[src/hw/rtl/scu_pkg.sv]
package scu_pkg;

  // datapath word width, shared by the beat types
  localparam int WORD_BITS = 32;

  typedef enum logic [2:0] {
    CMD_ADD  = 3'd0,
    CMD_SUB  = 3'd1,
    CMD_MUL  = 3'd2,
    CMD_DIV  = 3'd3,
    CMD_FACT = 3'd4,
    CMD_POW  = 3'd5,
    CMD_PASS = 3'd6,
    CMD_PAS2 = 3'd7
  } cmd_e;

  typedef enum logic [1:0] {
    ST_OK  = 2'd0,
    ST_DIV0 = 2'd1,
    ST_OVF = 2'd2,
    ST_RSV = 2'd3
  } status_e;

  typedef enum logic [2:0] {
    S_IDLE,
    S_FIN,
    S_MUL,
    S_DIV,
    S_FACT,
    S_POW,
    S_DONE
  } state_e;

  typedef struct packed {
    logic [2:0]           command;
    logic [WORD_BITS-1:0] operand_a;
    logic [WORD_BITS-1:0] operand_b;
  } in_beat_t;

  typedef struct packed {
    logic [WORD_BITS-1:0] result;
    logic [1:0]           status;
  } out_beat_t;

  // controller -> datapath
  typedef struct packed {
    logic load;     // capture operands, set up the operation
    logic step;     // one iteration of the active loop
    logic finish;   // latch final result (add, sub, pass, div0)
  } ctl_t;

  // datapath -> controller
  typedef struct packed {
    logic loop_done;
  } sts_t;

endpackage

[src/hw/rtl/scu_ctrl.sv]
module scu_ctrl
  import scu_pkg::*;
(
  input  logic   clk_i,
  input  logic   rst_ni,
  input  logic   start_i,
  input  cmd_e   cmd_i,
  input  logic   b_zero_i,
  input  sts_t   sts_i,
  output ctl_t   ctl_o,
  output state_e state_o,
  output logic   busy_o,
  output logic   done_o
);

  state_e state_q, state_d;

  always_ff @(posedge clk_i or negedge rst_ni) begin
    if (!rst_ni) begin
      state_q <= S_IDLE;
    end else begin
      state_q <= state_d;
    end
  end

  always_comb begin
    state_d = state_q;
    ctl_o   = '0;
    done_o  = 1'b0;
    unique case (state_q)
      S_IDLE: begin
        if (start_i) begin
          ctl_o.load = 1'b1;
          unique case (cmd_i)
            CMD_MUL:  state_d = S_MUL;
            CMD_DIV:  state_d = S_DIV;
            CMD_FACT: state_d = S_FACT;
            CMD_POW:  state_d = S_POW;
            default:  state_d = S_FIN;
          endcase
        end
      end
      S_FIN: begin
        ctl_o.finish = 1'b1;
        state_d = S_DONE;
      end
      S_MUL, S_FACT, S_POW: begin
        if (sts_i.loop_done) state_d = S_DONE;
        else ctl_o.step = 1'b1;
      end
      S_DIV: begin
        if (b_zero_i) begin
          ctl_o.finish = 1'b1;
          state_d = S_DONE;
        end else if (sts_i.loop_done) begin
          state_d = S_DONE;
        end else begin
          ctl_o.step = 1'b1;
        end
      end
      S_DONE: begin
        done_o  = 1'b1;
        state_d = S_IDLE;
      end
      default: state_d = S_IDLE;
    endcase
  end

  assign state_o = state_q;
  assign busy_o  = (state_q != S_IDLE);

  a_done_idle: assert property (@(posedge clk_i) disable iff (!rst_ni)
    done_o |=> (state_q == S_IDLE)) else $error("done not followed by idle");
  a_load_idle: assert property (@(posedge clk_i) disable iff (!rst_ni)
    ctl_o.load |-> (state_q == S_IDLE)) else $error("load while busy");
  a_no_step_idle: assert property (@(posedge clk_i) disable iff (!rst_ni)
    (state_q == S_IDLE) |-> !ctl_o.step) else $error("step while idle");

endmodule
[config.mk]
export PLATFORM = sky130hd
export DESIGN_NAME = scu_ctrl
export DESIGN_NICKNAME = d
export VERILOG_FILES = /design/src/hw/rtl/scu_pkg.sv /design/src/hw/rtl/scu_ctrl.sv
export SDC_FILE = /design/constraint.sdc
export NUM_CORES = 1
export LEC_CHECK = 0
export BUFFER_PORTS_ARGS = -buffer_cell sky130_fd_sc_hd__buf_2
export CAP_MARGIN = 10
export CORE_AREA = 2 2 39 41
export CTS_BUF_LIST = sky130_fd_sc_hd__clkbuf_8
export CTS_CLUSTER_DIAMETER = 50
export CTS_CLUSTER_SIZE = 40
export DETAILED_ROUTE_END_ITERATION = 10
export DIE_AREA = 0 0 41 43
export SLEW_MARGIN = 20
export SYNTH_ARGS = -nofsm -noshare
export SYNTH_HDL_FRONTEND = slang
export SYNTH_SLANG_ARGS = --single-unit
[constraint.sdc]
create_clock -name clk_i -period 0.9 [get_ports clk_i]
set_input_delay 0.135 -clock clk_i [delete_from_list [all_inputs] [get_ports clk_i]]
set_output_delay 0.135 -clock clk_i [all_outputs]
set_load 0.02 [all_outputs]
# == Yosys cells after proc, flatten, opt, wreduce, memory -nomap -nowiden ==
# Index checks and enable logic that the tools add are counted.
# op_classes
n_mux,13
eq_ne,11
n_reduce_logical,3
# ops
cell,n
3-bit one-hot mux with 4 select lines,2
3-bit equality test (second input constant),5
3-bit by 2-bit equality test with 1-bit output (second input constant),4
3-bit 2-to-1 mux,3
1-bit 2-to-1 mux,6
1-bit one-hot mux with 2 select lines,2
3-bit by 1-bit equality test with 1-bit output (second input constant),1
3-bit zero test,1
3-bit nonzero test,1
3-bit OR reduction,1
2-bit != test (second input constant),1
# word_totals
ff_bits,3
word_cells,28

# == Logic depth before layout (Yosys ltp) ==
# Gate-level depths: netlist of run 1.
# logic_depth
word_depth,4
mapped_depth,5

# == Least setup slack after synthesis of run 1 ==
# OpenSTA, ideal clock, no wires.
# synth_path
kind,register to output
startpoint,"reg state_q[1], in the netlist state_o[1]"
endpoint,out ctl_o[1] in the netlist's numbering
arrival_time_ns,1.333
n_path_buf,1
path_stages_with_launch,5
required_time_ns,0.765
setup_slack_ns,-0.568
cell_sequence,dfrtp_1 buf_6 nor2b_4 nor3_2 nor3_1
# synth_lines
item,line,source
start: declaration,scu_ctrl.sv:16,"state_e state_q, state_d;"
start signal: assignment,scu_ctrl.sv:22,state_q <= state_d;
end: declaration,scu_ctrl.sv:10,"output ctl_t ctl_o,"

==> flow_metrics.env, run 1 <==
export IMPL_clk_pin_slew_ns=0.03
export IMPL_root_buffer="clkbuf_8"
export IMPL_remaining_drc_errors=0
export IMPL_antenna_cells=0
export IMPL_rows=14
export IMPL_hold_path_class="in2reg"
export IMPL_ys_ff_latch=3
export IMPL_dieHeight_um=43
export IMPL_status="finished with violations"
export IMPL_largest_reg_flops=3
export IMPL_netlist_area_sq_um=287
export IMPL_syn2layout_area_growth_pct=117
export IMPL_min_period_over_period_pct=145
export IMPL_drt_pass1_iterations=3
export IMPL_wirelength_um=803
export IMPL_report_final_setup_viol=11
export IMPL_timing_max_cap_violations=0
export IMPL_finalHoldViolations=0
export IMPL_start_util_pct=20.7
export IMPL_fin_ws_ns=-0.401
export IMPL_syn_area_per_cell_sq_um=9.24
export IMPL_die_width_um=41
export IMPL_power_density_nw_per_um2=3620
export IMPL_dpl_cell_area_sq_um=444
export IMPL_final_area_sq_um=621
export IMPL_cp_arrival_ns=1.17
export IMPL_antenna_found_initial=0
export IMPL_cts_buffers=3
export IMPL_drive_above_1_share_pct=75.8
export IMPL_synth_warnings=0
export IMPL_synth_cell_types=21
export IMPL_route_vias_total=348
export IMPL_grt_overflow=0
export IMPL_fmax_mhz=768
export IMPL_place_ws_ns=-0.236
export IMPL_synth_net_count=41
export IMPL_drt_iter0_markers=5
export IMPL_rsz0062_at_grt="true"
export IMPL_dp_cells=68
export IMPL_synthCells=31
export IMPL_ant_nets=0
export IMPL_wl_per_cell_um=10.3
export IMPL_cts_tree="built"
export IMPL_reg2reg_depth=5
export IMPL_finalClockSkew_ns=0.00306
export IMPL_place_gp_congestion=0.759
export IMPL_port_buffer_count=15
export IMPL_drv_slew=0
export IMPL_grt_max_degree=6
export IMPL_nNetsFinal=73
export IMPL_power_leakage_nw=0.308
export IMPL_cp_start_kind="flop"
export IMPL_ir_drop_mv=1.48
export IMPL_gr_usage_all_layers_pct=11.5
export IMPL_worst_pin_slew_ns=0.274
export IMPL_min_period_ns=1.30
export IMPL_cts_sinks=3
export IMPL_final_common_cell="buf_4"
export IMPL_hold_depth=3
export IMPL_synth_seq_area_share_pct=26.2
export IMPL_mostFrequentLayoutCells="buf_4, buf_6, buf_2"
export IMPL_cp_end_kind="output port"
export IMPL_setup_tns_final_ns=-3.30
export IMPL_io_pins=16
export IMPL_post_drt_via_cell_ratio=4.46
export IMPL_clk_path_buf_depth=2
export IMPL_fin_cells=78
export IMPL_fp_dieArea_sq_um=1760
export IMPL_violations="setup timing"
export IMPL_core_sq_um=1380
export IMPL_grt_pass1_wl_um=1350
export IMPL_h_tree_depth=1
export IMPL_critPathRequiredTime_ns=0.76
export IMPL_first_global_vias=334
export IMPL_path_max_fanout=5
export IMPL_insertion_delay_ns=0.21
export IMPL_slew_headroom_pct=81.6
export IMPL_path_class="reg2out"
## area by class of cell
type | count | area (sq um)
fillers | 138 | 763
repair buffers | 29 | 236
multi-input cells | 20 | 218
flip-flops and latches | 3 | 78.8
clock buffers | 3 | 41.3
inverters | 6 | 22.5
well taps | 16 | 20.0
clock inverters | 1 | 3.75
## kinds of logic after synthesis
logic type      after synthesis  share of synthesized area (%)
compound gates                8                           22.3
buf+inv                       8                           14.4
simple gates                  7                           18.8
flops                         3                           26.2
xor+xnor                      2                           6.11
fa+ha+maj                     2                           8.73
mux                           1                           3.49
## per-stage QoR
| step | utilization (%) | power [mW] | hold WS [ns] |
|---|---|---|---|
| 2_1_floorplan | - | 1.05 | -0.161 |
| 4_1_cts | 41.4 | 2.06 | 0.242 |
| 5_1_grt | 44.8 | 2.40 | 0.258 |
| 3_5_place_dp | 32.1 | 1.38 | -0.0670 |
| 6_report | 44.8 | 2.25 | 0.241 |
| 3_3_place_gp | 32.1 | 1.37 | -0.0682 |
## layer usage
metal | vias up | GRT usage, % | routed length [um]
li1 | 167 | - | -
met1 | 168 | 14.2 | 315
met2 | 13 | 17.2 | 436
met3 | 0 | 3.14 | 50
met4 | 0 | 6.00 | 0
met5 | - | 0 | 0
## cell usage after synthesis
cell | instances | area share, %
a21oi_1 | 1 | 1.7
o32ai_2 | 1 | 5.7
buf_6 | 1 | 3.9
ha_1 | 2 | 8.7
nor3_1 | 1 | 1.7
and3_2 | 1 | 2.6
nor2b_4 | 1 | 4.8
o21bai_1 | 1 | 2.6
nor3_2 | 2 | 7.0
nand2_1 | 2 | 2.6
xor2_1 | 1 | 3.1
a211o_1 | 1 | 3.1
a22oi_1 | 1 | 2.6
xnor2_1 | 1 | 3.1
o21ai_0 | 1 | 1.7
a211oi_1 | 1 | 2.6
dfrtp_1 | 3 | 26
mux2i_1 | 1 | 3.5
inv_1 | 6 | 7.9
o22ai_1 | 1 | 2.2
buf_4 | 1 | 2.6
## critical path, cell delays in order, from the launching register on
cell and delay [ns]:
dfrtp_2 0.44, nor2b_4 0.15, nor3_4 0.18, nor3_4 0.05, buf_6 0.13
## power breakdown
group	internal [mW]	total, mW	switching (mW)
sequential	0.208	0.337	0.129
combinational	0.874	1.54	0.663
clock	0.290	0.375	0.0851
## path summary, 6_finish.rpt
| check | from | endpoint | slack, ns |
|---|---|---|---|
| max in group asynchronous | rst_ni | state_o[1] | 0.52 |
| max | state_o[1] | ctl_o[1] | -0.40 |
| min | cmd_i[0] | state_o[0] | 0.24 |
| max reg2reg | state_o[2] | state_o[0] | -0.37 |
| min reg2reg | state_o[1] | state_o[2] | 0.71 |
| min in group asynchronous | rst_ni | state_o[2] | 0.26 |
## what timing repair did
action | in CTS | in global routing
pin swaps | 3 | 3
hold buffers | 1 | 0
setup endpoints to repair | 11 | 11
hold endpoints to repair | 3 | 0
resized for setup | 14 | 8
buffers inserted | 4 | 1
cloned | 0 | 0
Power figures use the tool's default switching activity.
==> run 2, diff against run 1 <==
--- a/config.mk
+++ b/config.mk
@@ -7,12 +7,15 @@
 export LEC_CHECK = 0
 export BUFFER_PORTS_ARGS = -buffer_cell sky130_fd_sc_hd__buf_2
 export CAP_MARGIN = 10
-export CORE_AREA = 2 2 39 41
+export CELL_PAD_IN_SITES_DETAIL_PLACEMENT = 2
+export CELL_PAD_IN_SITES_GLOBAL_PLACEMENT = 2
+export CORE_AREA = 2 2 40 42
 export CTS_BUF_LIST = sky130_fd_sc_hd__clkbuf_8
 export CTS_CLUSTER_DIAMETER = 50
 export CTS_CLUSTER_SIZE = 40
 export DETAILED_ROUTE_END_ITERATION = 10
-export DIE_AREA = 0 0 41 43
+export DIE_AREA = 0 0 42 44
+export PLACE_DENSITY_LB_ADDON = 0.1
 export SLEW_MARGIN = 20
 export SYNTH_ARGS = -nofsm -noshare
 export SYNTH_HDL_FRONTEND = slang
==> flow_metrics.env, run 2 (synthesis results as in run 1) <==
export IMPL_gr_usage_all_layers_pct=13.5
export IMPL_cp_arrival_ns=1.20
export IMPL_violations="setup timing"
export IMPL_nNetsFinal=73
export IMPL_path_class="reg2out"
export IMPL_wl_per_cell_um=14.5
export IMPL_path_max_fanout=6
export IMPL_timing_max_cap_violations=0
export IMPL_final_common_cell="buf_4"
export IMPL_report_final_setup_viol=11
export IMPL_sequentialPowerShare_pct=15.3
export IMPL_antenna_cells=0
export IMPL_mostFrequentLayoutCells="buf_4, buf_6, buf_2"
export IMPL_power_leakage_nw=0.314
export IMPL_place_ws_ns=-0.260
export IMPL_syn2layout_area_growth_pct=120
export IMPL_dpl_hpwl_um=760
export IMPL_rows=14
export IMPL_r2r_setup_slack_ns=-0.38
export IMPL_place_gp_congestion=0.673
export IMPL_finalHoldViolations=0
export IMPL_grt_overflow=0
export IMPL_p_switching_mw=0.976
export IMPL_route_vias_total=348
export IMPL_port_buffer_count=15
export IMPL_cts_buffers=3
export IMPL_cpPeakStageDelay_ns=0.46
export IMPL_rsz0062_at_grt="true"
export IMPL_cp_end_kind="output port"
export IMPL_final_area_sq_um=629
export IMPL_fin_cells=78
export IMPL_slew_headroom_pct=82.1
export IMPL_min_period_over_period_pct=148
export IMPL_remaining_drc_errors=0
export IMPL_comb_power_share_pct=68.4
export IMPL_grt_max_degree=7
export IMPL_critPathTopFamily="flip-flops"
export IMPL_power_mw=2.39
export IMPL_grt_pass1_wl_um=1760
export IMPL_post_route_util_pct=44.4
export IMPL_cts_sinks=3
export IMPL_drt_pass1_iterations=3
export IMPL_critPathRequiredTime_ns=0.76
export IMPL_drt_iter0_markers=2
export IMPL_ir_drop_mv=1.17
export IMPL_critical_path_buf_inv_count=1
export IMPL_fmax_mhz=750
export IMPL_drv_slew=0
export IMPL_cp_start_kind="flop"
export IMPL_hold_ws_ns=0.216
export IMPL_ant_nets=0
export IMPL_largest_reg_flops=3
export IMPL_root_buffer="clkbuf_8"
export IMPL_worst_pin_slew_ns=0.267
export IMPL_first_global_vias=371
export IMPL_finalClockSkew_ns=0.00189
export IMPL_min_period_ns=1.33
export IMPL_drive_above_1_share_pct=79.0
export IMPL_cp_slowest_cell="dfrtp_2"
export IMPL_p_clk_share_pct=16.3
export IMPL_die_width_um=42
export IMPL_fp_dieArea_sq_um=1850
export IMPL_fin_ws_ns=-0.434
export IMPL_io_pins=16
export IMPL_post_drt_via_cell_ratio=4.46
export IMPL_power_density_nw_per_um2=3800
export IMPL_hold_path_class="in2reg"
export IMPL_swShare_pct=40.8
export IMPL_core_sq_um=1420
export IMPL_dp_cells=68
export IMPL_insertion_delay_ns=0.22
export IMPL_wirelength_um=1130
export IMPL_p_int_mw=1.42
export IMPL_clk_path_buf_depth=2
export IMPL_dpl_cell_area_sq_um=444
export IMPL_setup_tns_final_ns=-3.49
export IMPL_cts_tree="built"
export IMPL_clk_pin_slew_ns=0.03
export IMPL_path_cells="nor2b_4, nor3_4, buf_4"
export IMPL_start_util_pct=20.2
export IMPL_antenna_found_initial=0
export IMPL_dieHeight_um=44
export IMPL_h_tree_depth=1
export IMPL_status="finished with violations"
-- run 2: final cells by class --
cell class	instances	area, sq um
tap	16	20.0
clock inverter	1	3.75
fill	164	790
sequential	3	78.8
timing repair buffer	29	240
multi-input combinational	20	223
clock buffer	3	41.3
inverter	6	22.5
-- run 2: what timing repair did --
action,in CTS,in global routing
pin swaps,3,0
resized for setup,16,11
hold buffers,1,0
hold endpoints to repair,3,0
setup buffers,4,3
endpoints found under the setup margin,11,11
-- run 2: path summary, 6_finish.rpt --
kind	start	endpoint	cells past startpoint
max	state_o[1]	ctl_o[0]	3
min	cmd_i[0]	state_o[0]	3
max reg2reg	state_o[2]	state_o[0]	5
min reg2reg	state_o[0]	state_o[1]	3
max in group asynchronous	rst_ni	state_o[1]	2
min in group asynchronous	rst_ni	state_o[2]	2
-- run 2: layer usage --
layer,GRT usage [%],vias up,wire (um)
met2,24.7,12,618
met3,5.42,2,61
met1,14.4,165,446
met5,0,-,0
li1,-,169,-
met4,3.87,0,8
-- run 2: worst reg2reg max path, cell delays in order (launching register included) --
cell and delay (ns):
dfrtp_2 0.47, buf_6 0.15, buf_6 0.12, buf_6 0.11, mux2i_2 0.14, o32ai_2 0.19
-- run 2: power groups by stage --
| stage | Combinational (mW) | Clock, mW | Sequential, mW |
|---|---|---|---|
| floorplan | 0.721 | 0 | 0.329 |
| global placement | 1.05 | 0 | 0.354 |
| detailed placement | 1.06 | 0 | 0.359 |
| CTS | 1.40 | 0.407 | 0.344 |
| global route | 1.75 | 0.420 | 0.377 |
| finish | 1.64 | 0.390 | 0.366 |
